### src/hdl/irb_pkg.sv
// Shared constants, register codes and stage records for the bilinear rotation block.
package irb_pkg;

    // Default store geometry
    localparam int DEF_MAX_WIDTH    = 128;
    localparam int DEF_MAX_HEIGHT   = 128;
    localparam int DEF_MAX_CHANNELS = 4;

    // Item actions
    localparam logic ACT_LOAD  = 1'b0;
    localparam logic ACT_QUERY = 1'b1;

    // Configuration register indexes
    localparam int              CFG_IDX_W      = 3;
    localparam logic [CFG_IDX_W-1:0] CFG_COS    = 3'd0;
    localparam logic [CFG_IDX_W-1:0] CFG_SIN    = 3'd1;
    localparam logic [CFG_IDX_W-1:0] CFG_WIDTH  = 3'd2;
    localparam logic [CFG_IDX_W-1:0] CFG_HEIGHT = 3'd3;

    // Register reset values
    localparam logic [15:0] COS_RST  = 16'h4000;
    localparam logic [15:0] SIN_RST  = 16'h0000;
    localparam logic [7:0]  SIZE_RST = 8'd128;

    // Fixed point: weights with 14 fraction bits, products with 28, round to nearest
    localparam logic [14:0] FRAC_ONE   = 15'd16384;
    localparam int          ACC_W      = 45;
    localparam logic [ACC_W-1:0] ROUND_BIAS = 45'h000008000000;

    // Index of the last neighbour tap of a query
    localparam logic [1:0] TAP_LAST = 2'd3;

    // Item after the coordinate stage
    typedef struct packed {
        logic        action;
        logic [1:0]  channel;
        logic [6:0]  row;
        logic [6:0]  col;
        logic [15:0] sample;
        logic        ok;      // load: inside store; query: inside size in use
        logic [13:0] x0;      // floor of source x, two's complement
        logic [13:0] y0;      // floor of source y, two's complement
        logic [13:0] fx;
        logic [13:0] fy;
    } coord_t;

    // One neighbour read handed to the blend pipeline
    typedef struct packed {
        logic        valid;
        logic        first;
        logic        last;
        logic        inb;     // query and neighbour inside size; else it reads as zero
        logic [28:0] weight;
    } tap_t;

endpackage

### src/hdl/irb_blend.sv
// Blend pipeline: weight times sample, accumulate four taps, round and clamp.
module irb_blend
    import irb_pkg::*;
(
    input  logic        clk,
    input  logic        rst_n,
    input  tap_t        tap,
    input  logic [15:0] rdata,
    output logic        done,
    output logic [15:0] sample_out
);

    tap_t             tap_reg;
    logic             pvalid_reg;
    logic             pfirst_reg;
    logic             plast_reg;
    logic [ACC_W-1:0] prod_reg;
    logic [ACC_W-1:0] acc_reg;
    logic             done_reg;
    logic [15:0]      out_reg;

    logic [15:0]      smp;
    logic [ACC_W-1:0] acc_sum;
    logic [15:0]      res;

    // Tap info lines up with the memory read data
    always_ff @(posedge clk or negedge rst_n)
    begin
        if (!rst_n)
        begin
            tap_reg <= '0;
        end
        else
        begin
            tap_reg <= tap;
        end
    end

    // Neighbours outside the size read as zero
    assign smp = tap_reg.inb ? rdata : 16'd0;

    always_ff @(posedge clk or negedge rst_n)
    begin
        if (!rst_n)
        begin
            pvalid_reg <= 1'b0;
        end
        else
        begin
            pvalid_reg <= tap_reg.valid;
        end
    end

    always_ff @(posedge clk)
    begin
        pfirst_reg <= tap_reg.first;
        plast_reg  <= tap_reg.last;
        prod_reg   <= ACC_W'(tap_reg.weight) * ACC_W'(smp);
    end

    // Accumulate; the first tap starts from the rounding bias
    assign acc_sum = (pfirst_reg ? ROUND_BIAS : acc_reg) + prod_reg;
    assign res     = acc_sum[ACC_W-1:44] != 1'b0 ? 16'hFFFF : acc_sum[43:28];

    always_ff @(posedge clk)
    begin
        if (pvalid_reg)
        begin
            acc_reg <= acc_sum;
        end
        if (pvalid_reg && plast_reg)
        begin
            out_reg <= res;
        end
    end

    always_ff @(posedge clk or negedge rst_n)
    begin
        if (!rst_n)
        begin
            done_reg <= 1'b0;
        end
        else
        begin
            done_reg <= pvalid_reg & plast_reg;
        end
    end

    assign done       = done_reg;
    assign sample_out = out_reg;

    // Result strobe only follows the last tap of a query
    a_done_after_last: assert property (@(posedge clk) disable iff (!rst_n)
        done_reg |-> $past(tap_reg.valid && tap_reg.last, 2))
        else $error("result strobe without a last tap");

    // A first tap is never issued right after a non-last tap of a query
    a_taps_complete: assert property (@(posedge clk) disable iff (!rst_n)
        (tap_reg.valid && !tap_reg.last) |=> (tap_reg.valid && !tap_reg.first))
        else $error("query taps interrupted");

endmodule
### config.mk
export PLATFORM = sky130hd
export DESIGN_NAME = irb_blend
export DESIGN_NICKNAME = d
export VERILOG_FILES = /design/src/hdl/irb_pkg.sv /design/src/hdl/irb_blend.sv
export SDC_FILE = /design/constraint.sdc
export NUM_CORES = 1
export LEC_CHECK = 0
export BUFFER_PORTS_ARGS = -buffer_cell sky130_fd_sc_hd__buf_2
export CAP_MARGIN = 20
export CORE_MARGIN = 2
export CORE_UTILIZATION = 50
export DETAILED_ROUTE_END_ITERATION = 6
export HOLD_SLACK_MARGIN = 0.12
export MAX_ROUTING_LAYER = met4
export PLACE_DENSITY = 0.67
export SETUP_SLACK_MARGIN = 0.5
export SYNTH_ARGS = -nofsm -noshare
export SYNTH_HDL_FRONTEND = slang
export SYNTH_SLANG_ARGS = --single-unit
export TNS_END_PERCENT = 30
### constraint.sdc
create_clock -name clk -period 17.7 [get_ports clk]
set_input_delay 2.655 -clock clk [delete_from_list [all_inputs] [get_ports clk]]
set_output_delay 2.655 -clock clk [all_outputs]
set_load 0.05 [all_outputs]
==> reports/qor.yml <==
status:
  status: "finished clean"
logic_synthesis:
  avgSynthCellArea_sq_um: 9.31
  synth_cells: 2285
  synth_flop_cell: "edfxtp_1"
  syn_area_sq_um: 21300
  ys_ff_latch: 143
  synthArstFlopShare_pct: 24.5
  synth_edf_count: 61
  synth_top_area_share_pct: 35.5
  synth_cell_types: 64
  synth_top_area_cell: "fa_1"
  yosys_warnings: 0
  synthTopCellsByArea: "fa_1 35%, ha_1 9.5%, edfxtp_1 8.6%"
  synth.net_count: 2874
  yosysSeqAreaShare_pct: 17.2
worst_setup_path:
  path_common_cell: "fa_1"
  crit_arrival_ns: 9.77
  cp-end-kind: "register"
  cpPeakStageDelay_ns: 0.75
  crit_slowest_cell: "and2_1"
  cp-start-kind: "primary input"
  crit_required_ns: 18.10
  crit_type: "in -> reg"
  worstPathMaxFanout: 19
  crit_path_cell_trace: "buf_2 -> and2_1 -> nand2_1 -> fa_1 -> inv_1 -> fa_1 -> fa_1 -> fa_1 -> fa_1 -> inv_1 -> fa_1 -> inv_1 -> ha_1 -> a21o_1 -> a21o_1 -> a2111oi_4 -> nand3_1 -> a21oi_2 -> o31ai_1 -> o31a_1 -> a311o_1 -> a21oi_1 -> xnor2_1"
global_routing:
  grt.total_usage_pct: 28.0
  antenna_found_initial: 1
  grt_max_degree: 82
  grt-ovfl-total: 0
  grt_pass1_wl_um: 91800
  grt_pass1_vias: 17000
floorplan:
  start_util_pct: 50.7
  row_count: 75
  die_area_sq_um: 44200
  core-area_sq_um: 41900
  die_w_um: 210
  die_h_um: 210
  io_pins: 68
routing:
  ant_nets: 0
  routedWlPerCell_um: 19.9
  wl_um: 55900
  drcViolationCount: 0
  vias: 15800
  drtIter0Drc: 1279
  vias_per_cell: 5.63
  first_pass_iters: 6
finish:
  fill_cells: 3764
  drive_above_1_share_pct: 6.02
  syn2layout_area_growth_pct: 5.91
  finalNetCount: 2850
  fin_util_pct: 53.7
  stdcell_count: 2814
worst_hold_path:
  min_path_type: "reg -> reg"
timing:
  final-hold-violation-count: 0
  finalCriticalPeriod_ns: 9.36
  finalWorstSetupSlack_ns: 8.34
  finalSetupViolations: 0
  relSlewSlack_pct: 25.8
  totalNegativeSetupSlack_ns: 0
  finClkSkew_ns: 0.0144
  worstMarginPinSlew_ns: 1.11
  fmaxAchievable_mhz: 107
  finalHoldWorstSlack_ns: 0.344
  rsz0062_at_grt: "no"
  fin_crit_sh_pct: 52.9
  maxSlewViolCount: 0
pwr:
  peakVddDrop_uv: 157
  p_leak_uw: 0.0115
  power_density_nw_per_um2: 165
cts:
  cts_tree: "yes"
  post_cts_buffers: 0
  cts.sinks: 143
  cts_made_buffers: 17
  clock_latency_ns: 0.48
  clkTransAtPathRegs_ns: 0.07
  cts-resized-gates: 0
  clock-root-buffer: "clkbuf_16"
  htreeDepth: 4
  hold_buffers: 0
  cts_buffer_depth: 2
placed_design:
  io_buffers: 67
  dpl_worst_slack_ns: 7.94
  dpl.hpwl_um: 42400
  post-place-cells: 2781
  globalplace.congestion: 0.930
run:
  drv_cap: 0
==> area by class of cell <==
cell class | count | area, sq um | share of cell area (%)
Clock inverter | 15 | 189 | 0.839
Multi-Input combinational cell | 1591 | 15500 | 68.9
Timing Repair Buffer | 82 | 455 | 2.02
Inverter | 426 | 1600 | 7.10
Clock buffer | 17 | 425 | 1.89
Sequential cell | 143 | 3650 | 16.2
Antenna cell | 1 | 2.50 | 0.0111
Tap cell | 539 | 674 | 2.99
==> through the flow <==
stage          area [sq um]  power, uW
3_3_place_gp          21900       3260
2_1_floorplan         21300       2620
3_5_place_dp          21900       3310
5_1_grt               22500       4080
4_1_cts               22500       3710
6_report              22500       3720
==> metal layers <==
layer	global-route usage, %	part of all wire (%)	vias to the layer above
met2	44.6	47	631
met1	35.8	42	7917
li1	-	-	7138
met3	5.11	7.0	146
met4	10.6	3.6	0
met5	-	0	-
==> Yosys cell counts, drive strengths merged, types with 34 or more instances <==
cell      n
xnor2    50
inv     426
nor2     34
nor2b    57
a21oi    92
a21o     51
nand2   337
clkbuf  121
dfxtp    47
ha      161
and3    191
dfrtp    35
o21ai    46
edfxtp   61
fa      377
==> final timing paths <==
path	from	endpoint	slack, ns	depth (start not counted)
setup / recovery	rdata[10]	prod_reg[44]	8.34	23
hold / removal	tap_reg[31]	pfirst_reg	0.34	0
setup reg to reg	tap_reg[29]	prod_reg[44]	9.30	23
hold reg to reg	tap_reg[31]	pfirst_reg	0.34	0
max in group asynchronous	rst_n	tap_reg[29]	14.69	1
min in group asynchronous	rst_n	tap_reg[23]	2.31	1
==> cells in the final DEF (no fill, tap or decap), drive strengths merged, types with 5 or more instances in the layout <==
| master | instances |
|---|---|
| a21o | 51 |
| a21oi | 92 |
| a31oi | 7 |
| and2 | 19 |
| and3 | 191 |
| buf | 82 |
| clkbuf | 17 |
| dfrtp | 35 |
| dfxtp | 47 |
| edfxtp | 61 |
| fa | 377 |
| ha | 161 |
| inv | 436 |
| nand2 | 337 |
| nand2b | 11 |
| nand3 | 30 |
| nand4 | 17 |
| nor2 | 34 |
| nor2b | 57 |
| nor3 | 5 |
| o211ai | 10 |
| o21a | 7 |
| o21ai | 46 |
| o21bai | 8 |
| xnor2 | 50 |
| xor2 | 33 |
==> kinds of logic (layout without fill, tap and decap cells) <==
group	after synthesis	count (layout)	synth area share, %
compound gates	254	254	7.78
xor+xnor	83	83	3.42
fa+ha+maj	538	538	45.0
buf+inv	551	540	9.85
flops	143	143	17.2
mux	1	1	0.0529
other cells	0	1	0
simple gates	715	715	16.8
==> power by group <==
| group | internal [uW] | total [uW] | switching, uW |
|---|---|---|---|
| clock network | 214 | 383 | 169 |
| logic | 1090 | 2730 | 1640 |
| registers | 543 | 607 | 64.0 |
| total | 1840 | 3720 | 1870 |
==> critical path: cells and delay by family <==
kind	cells	cell delay [ns]
buf+inv	4	0.43
simple gates	3	1.07
fa+ha+maj	7	3.37
compound gates	8	2.10
xor+xnor	1	0.15
Note: power is estimated with default switching activity, not from simulation.
