===== src/hdl/irb_pkg.sv =====
// Shared constants, register codes and stage records for the bilinear rotation block.
package irb_pkg;

    // Default store geometry
    localparam int DEF_MAX_WIDTH    = 128;
    localparam int DEF_MAX_HEIGHT   = 128;
    localparam int DEF_MAX_CHANNELS = 4;

    // Item actions
    localparam logic ACT_LOAD  = 1'b0;
    localparam logic ACT_QUERY = 1'b1;

    // Configuration register indexes
    localparam int              CFG_IDX_W      = 3;
    localparam logic [CFG_IDX_W-1:0] CFG_COS    = 3'd0;
    localparam logic [CFG_IDX_W-1:0] CFG_SIN    = 3'd1;
    localparam logic [CFG_IDX_W-1:0] CFG_WIDTH  = 3'd2;
    localparam logic [CFG_IDX_W-1:0] CFG_HEIGHT = 3'd3;

    // Register reset values
    localparam logic [15:0] COS_RST  = 16'h4000;
    localparam logic [15:0] SIN_RST  = 16'h0000;
    localparam logic [7:0]  SIZE_RST = 8'd128;

    // Fixed point: weights with 14 fraction bits, products with 28, round to nearest
    localparam logic [14:0] FRAC_ONE   = 15'd16384;
    localparam int          ACC_W      = 45;
    localparam logic [ACC_W-1:0] ROUND_BIAS = 45'h000008000000;

    // Index of the last neighbour tap of a query
    localparam logic [1:0] TAP_LAST = 2'd3;

    // Item after the coordinate stage
    typedef struct packed {
        logic        action;
        logic [1:0]  channel;
        logic [6:0]  row;
        logic [6:0]  col;
        logic [15:0] sample;
        logic        ok;      // load: inside store; query: inside size in use
        logic [13:0] x0;      // floor of source x, two's complement
        logic [13:0] y0;      // floor of source y, two's complement
        logic [13:0] fx;
        logic [13:0] fy;
    } coord_t;

    // One neighbour read handed to the blend pipeline
    typedef struct packed {
        logic        valid;
        logic        first;
        logic        last;
        logic        inb;     // query and neighbour inside size; else it reads as zero
        logic [28:0] weight;
    } tap_t;

endpackage


===== src/hdl/irb_coord.sv =====
// Coordinate stage: rotation products, range checks and source floor/fraction.
module irb_coord
    import irb_pkg::*;
#(
    parameter int MAX_WIDTH    = DEF_MAX_WIDTH,
    parameter int MAX_HEIGHT   = DEF_MAX_HEIGHT,
    parameter int MAX_CHANNELS = DEF_MAX_CHANNELS
)
(
    input  logic               clk,
    input  logic               rst_n,
    input  logic               in_valid,
    input  logic               action,
    input  logic [1:0]         channel,
    input  logic [6:0]         row,
    input  logic [6:0]         col,
    input  logic [15:0]        sample_in,
    input  logic signed [15:0] cos_q14,
    input  logic signed [15:0] sin_q14,
    input  logic [7:0]         eff_w,
    input  logic [7:0]         eff_h,
    input  logic               out_take,
    output logic               out_valid,
    output coord_t             coord
);

    logic               s1_valid_reg;
    logic               s1_valid_next;
    logic               act_reg;
    logic [1:0]         ch_reg;
    logic [6:0]         row_reg;
    logic [6:0]         col_reg;
    logic [15:0]        smp_reg;
    logic               ok_reg;
    logic signed [25:0] p_cx_reg;
    logic signed [25:0] p_sy_reg;
    logic signed [25:0] p_cy_reg;
    logic signed [25:0] p_sx_reg;

    logic signed [9:0]  dx2;
    logic signed [9:0]  dy2;
    logic               ok_in;
    logic signed [28:0] w_sh;
    logic signed [28:0] h_sh;
    logic signed [28:0] sx;
    logic signed [28:0] sy;

    // Doubled offsets from the center
    assign dx2 = $signed({2'b00, col, 1'b0}) - $signed({2'b00, eff_w});
    assign dy2 = $signed({2'b00, row, 1'b0}) - $signed({2'b00, eff_h});

    // Load: inside the store; query: inside the size in use
    always_comb
    begin
        if (action == ACT_LOAD)
        begin
            ok_in = (32'(channel) < MAX_CHANNELS) && (32'(row) < MAX_HEIGHT)
                    && (32'(col) < MAX_WIDTH);
        end
        else
        begin
            ok_in = (32'(channel) < MAX_CHANNELS) && ({1'b0, row} < eff_h)
                    && ({1'b0, col} < eff_w);
        end
    end

    // Valid bit of the stage
    assign s1_valid_next = in_valid | (s1_valid_reg & ~out_take);

    always_ff @(posedge clk or negedge rst_n)
    begin
        if (!rst_n)
        begin
            s1_valid_reg <= 1'b0;
        end
        else
        begin
            s1_valid_reg <= s1_valid_next;
        end
    end

    // Payload and the four rotation products
    always_ff @(posedge clk)
    begin
        if (in_valid)
        begin
            act_reg  <= action;
            ch_reg   <= channel;
            row_reg  <= row;
            col_reg  <= col;
            smp_reg  <= sample_in;
            ok_reg   <= ok_in;
            p_cx_reg <= 26'(cos_q14) * 26'(dx2);
            p_sy_reg <= 26'(sin_q14) * 26'(dy2);
            p_cy_reg <= 26'(cos_q14) * 26'(dy2);
            p_sx_reg <= 26'(sin_q14) * 26'(dx2);
        end
    end

    // Source coordinates in units of 2^-15
    assign w_sh = $signed({7'b0, eff_w, 14'b0});
    assign h_sh = $signed({7'b0, eff_h, 14'b0});
    assign sx   = 29'(p_cx_reg) + 29'(p_sy_reg) + w_sh;
    assign sy   = 29'(p_cy_reg) - 29'(p_sx_reg) + h_sh;

    always_comb
    begin
        coord.action  = act_reg;
        coord.channel = ch_reg;
        coord.row     = row_reg;
        coord.col     = col_reg;
        coord.sample  = smp_reg;
        coord.ok      = ok_reg;
        coord.x0      = sx[28:15];
        coord.y0      = sy[28:15];
        coord.fx      = sx[14:1];
        coord.fy      = sy[14:1];
    end

    assign out_valid = s1_valid_reg;

endmodule


===== config.mk =====
export PLATFORM = sky130hd
export DESIGN_NAME = irb_coord
export DESIGN_NICKNAME = d
export VERILOG_FILES = /design/src/hdl/irb_pkg.sv /design/src/hdl/irb_coord.sv
export SDC_FILE = /design/constraint.sdc
export NUM_CORES = 2
export LEC_CHECK = 0
export ABC_CLOCK_PERIOD_IN_PS = 5600
export BUFFER_PORTS_ARGS = -buffer_cell sky130_fd_sc_hd__buf_2
export CORE_ASPECT_RATIO = 1.4
export CORE_MARGIN = 2
export CORE_UTILIZATION = 64
export DETAILED_ROUTE_END_ITERATION = 12
export PLACE_DENSITY = 0.85
export SLEW_MARGIN = 5
export SYNTH_ARGS = -nofsm -noshare
export SYNTH_HDL_FRONTEND = slang
export SYNTH_SLANG_ARGS = --single-unit

===== constraint.sdc =====
create_clock -name clk -period 5.6 [get_ports clk]
set_input_delay 1.12 -clock clk [delete_from_list [all_inputs] [get_ports clk]]
set_output_delay 1.12 -clock clk [all_outputs]
set_load 0.02 [all_outputs]

==> results.yml <==
final_layout:
  multiInputGateArea_um2: 23660
  syn_to_final_growth_pct: 29.31
  regArea_um2: 4049
  fin_cells: 3962
  nNetsFinal: 4291
  nFillCells: 2265
  drive_above_1_share_pct: 28.76
clock_network:
  clock_latency_ns: 0.47
  cts_max_level: 4
  cts_made_buffers: 17
  cts.path.max_buffers: 2
  cts_tree: "yes"
  clockRootBuffer: "clkbuf_16"
  cts_num_sinks: 135
  path_clk_slew_ns: 0.08
  hold_buffers: 0
routing:
  wl_um: 91620
  wl_per_cell_um: 23.12
  vias_per_cell: 6.065
  first_iter_violations: 2535
  drc_errors: 0
  num_vias: 24030
  firstDrtPassIters: 9
  ant_nets: 0
sta:
  rsz0062_at_grt: "yes"
  fin_crit_ns: 7.645
  timing.final.ws_setup_ns: -2.045
  hold_viol: 0
  relSlewSlack_pct: 43.47
  finalSetupViolCount: 70
  tightest_slew_ns: 0.8479
  fin_crit_sh_pct: 136.5
  fmax_mhz: 130.8
  fin_worst_skew_ns: 0
  maxSlewViolCount: 0
global_route:
  grt_pass1_vias: 25770
  use_met3_pct: 7.316
  use_met1_pct: 42.05
  grt_max_degree: 49
  grt_util_met2_pct: 63.22
  grt.busiest_layer: "met2"
  grt.total_usage_pct: 36.83
  overflow: 0
  grt_pass1_wl_um: 130300
  antenna_found_initial: 4
setup_path:
  crit_start: "col[0]"
  critical_path_arrival_ns: 7.83
  crit_slowest_cell: "fa_1"
  cp_common_cell: "fa_1"
  reg2reg_depth: 1
  cp_max_fo: 4
  required_ns: 5.79
  rr_startpoint: "out_valid"
  r2r-end: "out_valid"
  critPathKind: "in2reg"
  cp_slowest_stage_delay_ns: 0.56
  cp-start-kind: "input port"
  rrSetupSlack_ns: 4.97
  cp-end-kind: "flop"
synthesis:
  avgSynthCellArea_um2: 9.901
  yosys-top-cells-area: "fa_1 36%, edfxtp_1 14%, ha_1 14%"
  synth_ff_type: "edfxtp_1"
  ys_seq_area_share_pct: 14.53
  synthCells: 2814
  yosysWarnings: 0
  synth_nets: 3711
  synth_area_um2: 27860
  synth_top_area_cell: "fa_1"
  synth-seq-cells: 135
  yosysTopAreaCellShare_pct: 35.64
  synth_cell_types: 67
  synthArstFlopShare_pct: 0.7407
  synth-edff-count: 134
placement:
  io_buffers: 175
  dp_cells: 3860
  gp_congestion: 0.9165
  dp_hpwl_um: 58860
floorplanning:
  rows: 90
  die_h_um: 250.9
  io_pins: 176
  initial_core_util_pct: 64.77
  dieArea_um2: 45240
  die-width_um: 180.3
  coreArea_um2: 43020
run_status:
  status: "complete, but fails checks"
  violations: "setup timing"
job:
  cap_violations: 0
min_path:
  hp-class: "in2async"
## how the worst max path moves through the flow
| stage | cells after the start | end | slack, ns |
|---|---|---|---|
| 4_1_cts | 28 | p_cx_reg[23] | -1.20 |
| 3_5_place_dp | 27 | p_sx_reg[22] | -1.97 |
| 3_3_place_gp | 27 | p_sx_reg[22] | -1.92 |
| 2_1_floorplan | 26 | p_cx_reg[23] | -1.16 |
| 6_report | 32 | p_sx_reg[15] | -2.05 |
| 5_1_grt | 33 | p_sx_reg[15] | -2.21 |
## per-stage QoR
| step | hold WS, ns | setup WS [ns] | TNS (ns) | cell area [µm²] | util, % |
|---|---|---|---|---|---|
| final | 0.4063 | -2.045 | -79.49 | 36030 | 83.75 |
| after global routing | 0.3992 | -2.214 | -90.47 | 36020 | 83.74 |
| after CTS | 0.4021 | -1.196 | -51.87 | 35010 | 81.38 |
| after detailed placement | 0.4619 | -1.973 | -99.72 | 32920 | 76.53 |
| after global placement | 0.4543 | -1.916 | -91.50 | 32920 | 76.53 |
| after floorplan | 0.5943 | -1.157 | -47.78 | 28360 | - |
## synthesized netlist by cell type (all sizes together) (2+ instances only)
cell type    n
a21boi      10
nor4         2
a21o        52
o211ai      11
and2       305
o41ai        3
buf          8
a41o         3
nand3       18
and3         6
o2111ai      2
nand4        4
inv        476
fa         496
nor3        13
nor2b       30
a211oi      25
o311a        2
o21bai      17
or2         15
o31a         8
xnor2      106
a221o        2
nand2      202
a22o         2
or3          3
a41oi        2
edfxtp     134
nor2       114
o31ai        5
nand2b      71
a31oi        8
a21oi      105
clkbuf      92
a2111oi      2
o21a        19
a211o        3
ha         316
and4         4
o21ai       69
xor2        36
## metal layers
layer  up-vias  wire (µm)
met2      1555      45280
met5         -         27
met4         4       7364
met1     11830      30300
li1      10090          -
met3       548       8655
## cells in the final DEF, fill, tap and decap left out, drive strengths merged, types with 19 or more instances in the layout
cell,netlist,layout
a211oi,25,25
fa,496,496
a21oi,105,105
and2,305,305
nand2,202,202
o21a,19,19
buf,8,661
a21o,52,52
edfxtp,134,134
o21ai,69,69
xnor2,106,106
nand2b,71,71
xor2,36,36
nor2b,30,30
nor2,114,114
inv,476,483
ha,316,316
## worst max-delay path: cells and delay by family
kind	cells	cell delay, ns
and+or+nand+nor	3	0.55
adders and majority gates	7	2.91
AOI/OAI and AO/OA	9	1.69
buffers and inverters	11	0.95
xor gates and xnor gates	2	0.61
## kinds of logic (layout without fill, tap and decap cells)
logic type / count (synthesis) / count (layout) / synth area share, %
compound gates: 359 / 359 / 8.492
xor+xnor: 142 / 142 / 4.464
fa+ha+maj: 812 / 812 / 49.83
buf+inv: 576 / 1169 / 7.841
flops: 135 / 135 / 14.53
other cells: 0 / 3 / 0
simple gates: 790 / 790 / 14.84
## area by class of cell
| type | instances | area share, % |
|---|---|---|
| repair buffers | 661 | 14.58 |
| inverters | 476 | 5.018 |
| diodes | 3 | 0.02084 |
| clock inverters | 15 | 0.3855 |
| multi-input cells | 2103 | 65.66 |
| well taps | 552 | 1.917 |
| clock buffers | 17 | 1.181 |
| flip-flops and latches | 135 | 11.24 |
## repair_timing
action / 4_1_cts / 5_1_grt
cloned: 4 / 0
setup endpoints to repair: 70 / 86
pin swaps: 97 / 86
resized for setup: 202 / 173
setup buffers: 51 / 37
Power is left out: the tool's default activity adds up to more than one toggle a clock period on the data nets, which glitch-free logic cannot reach.
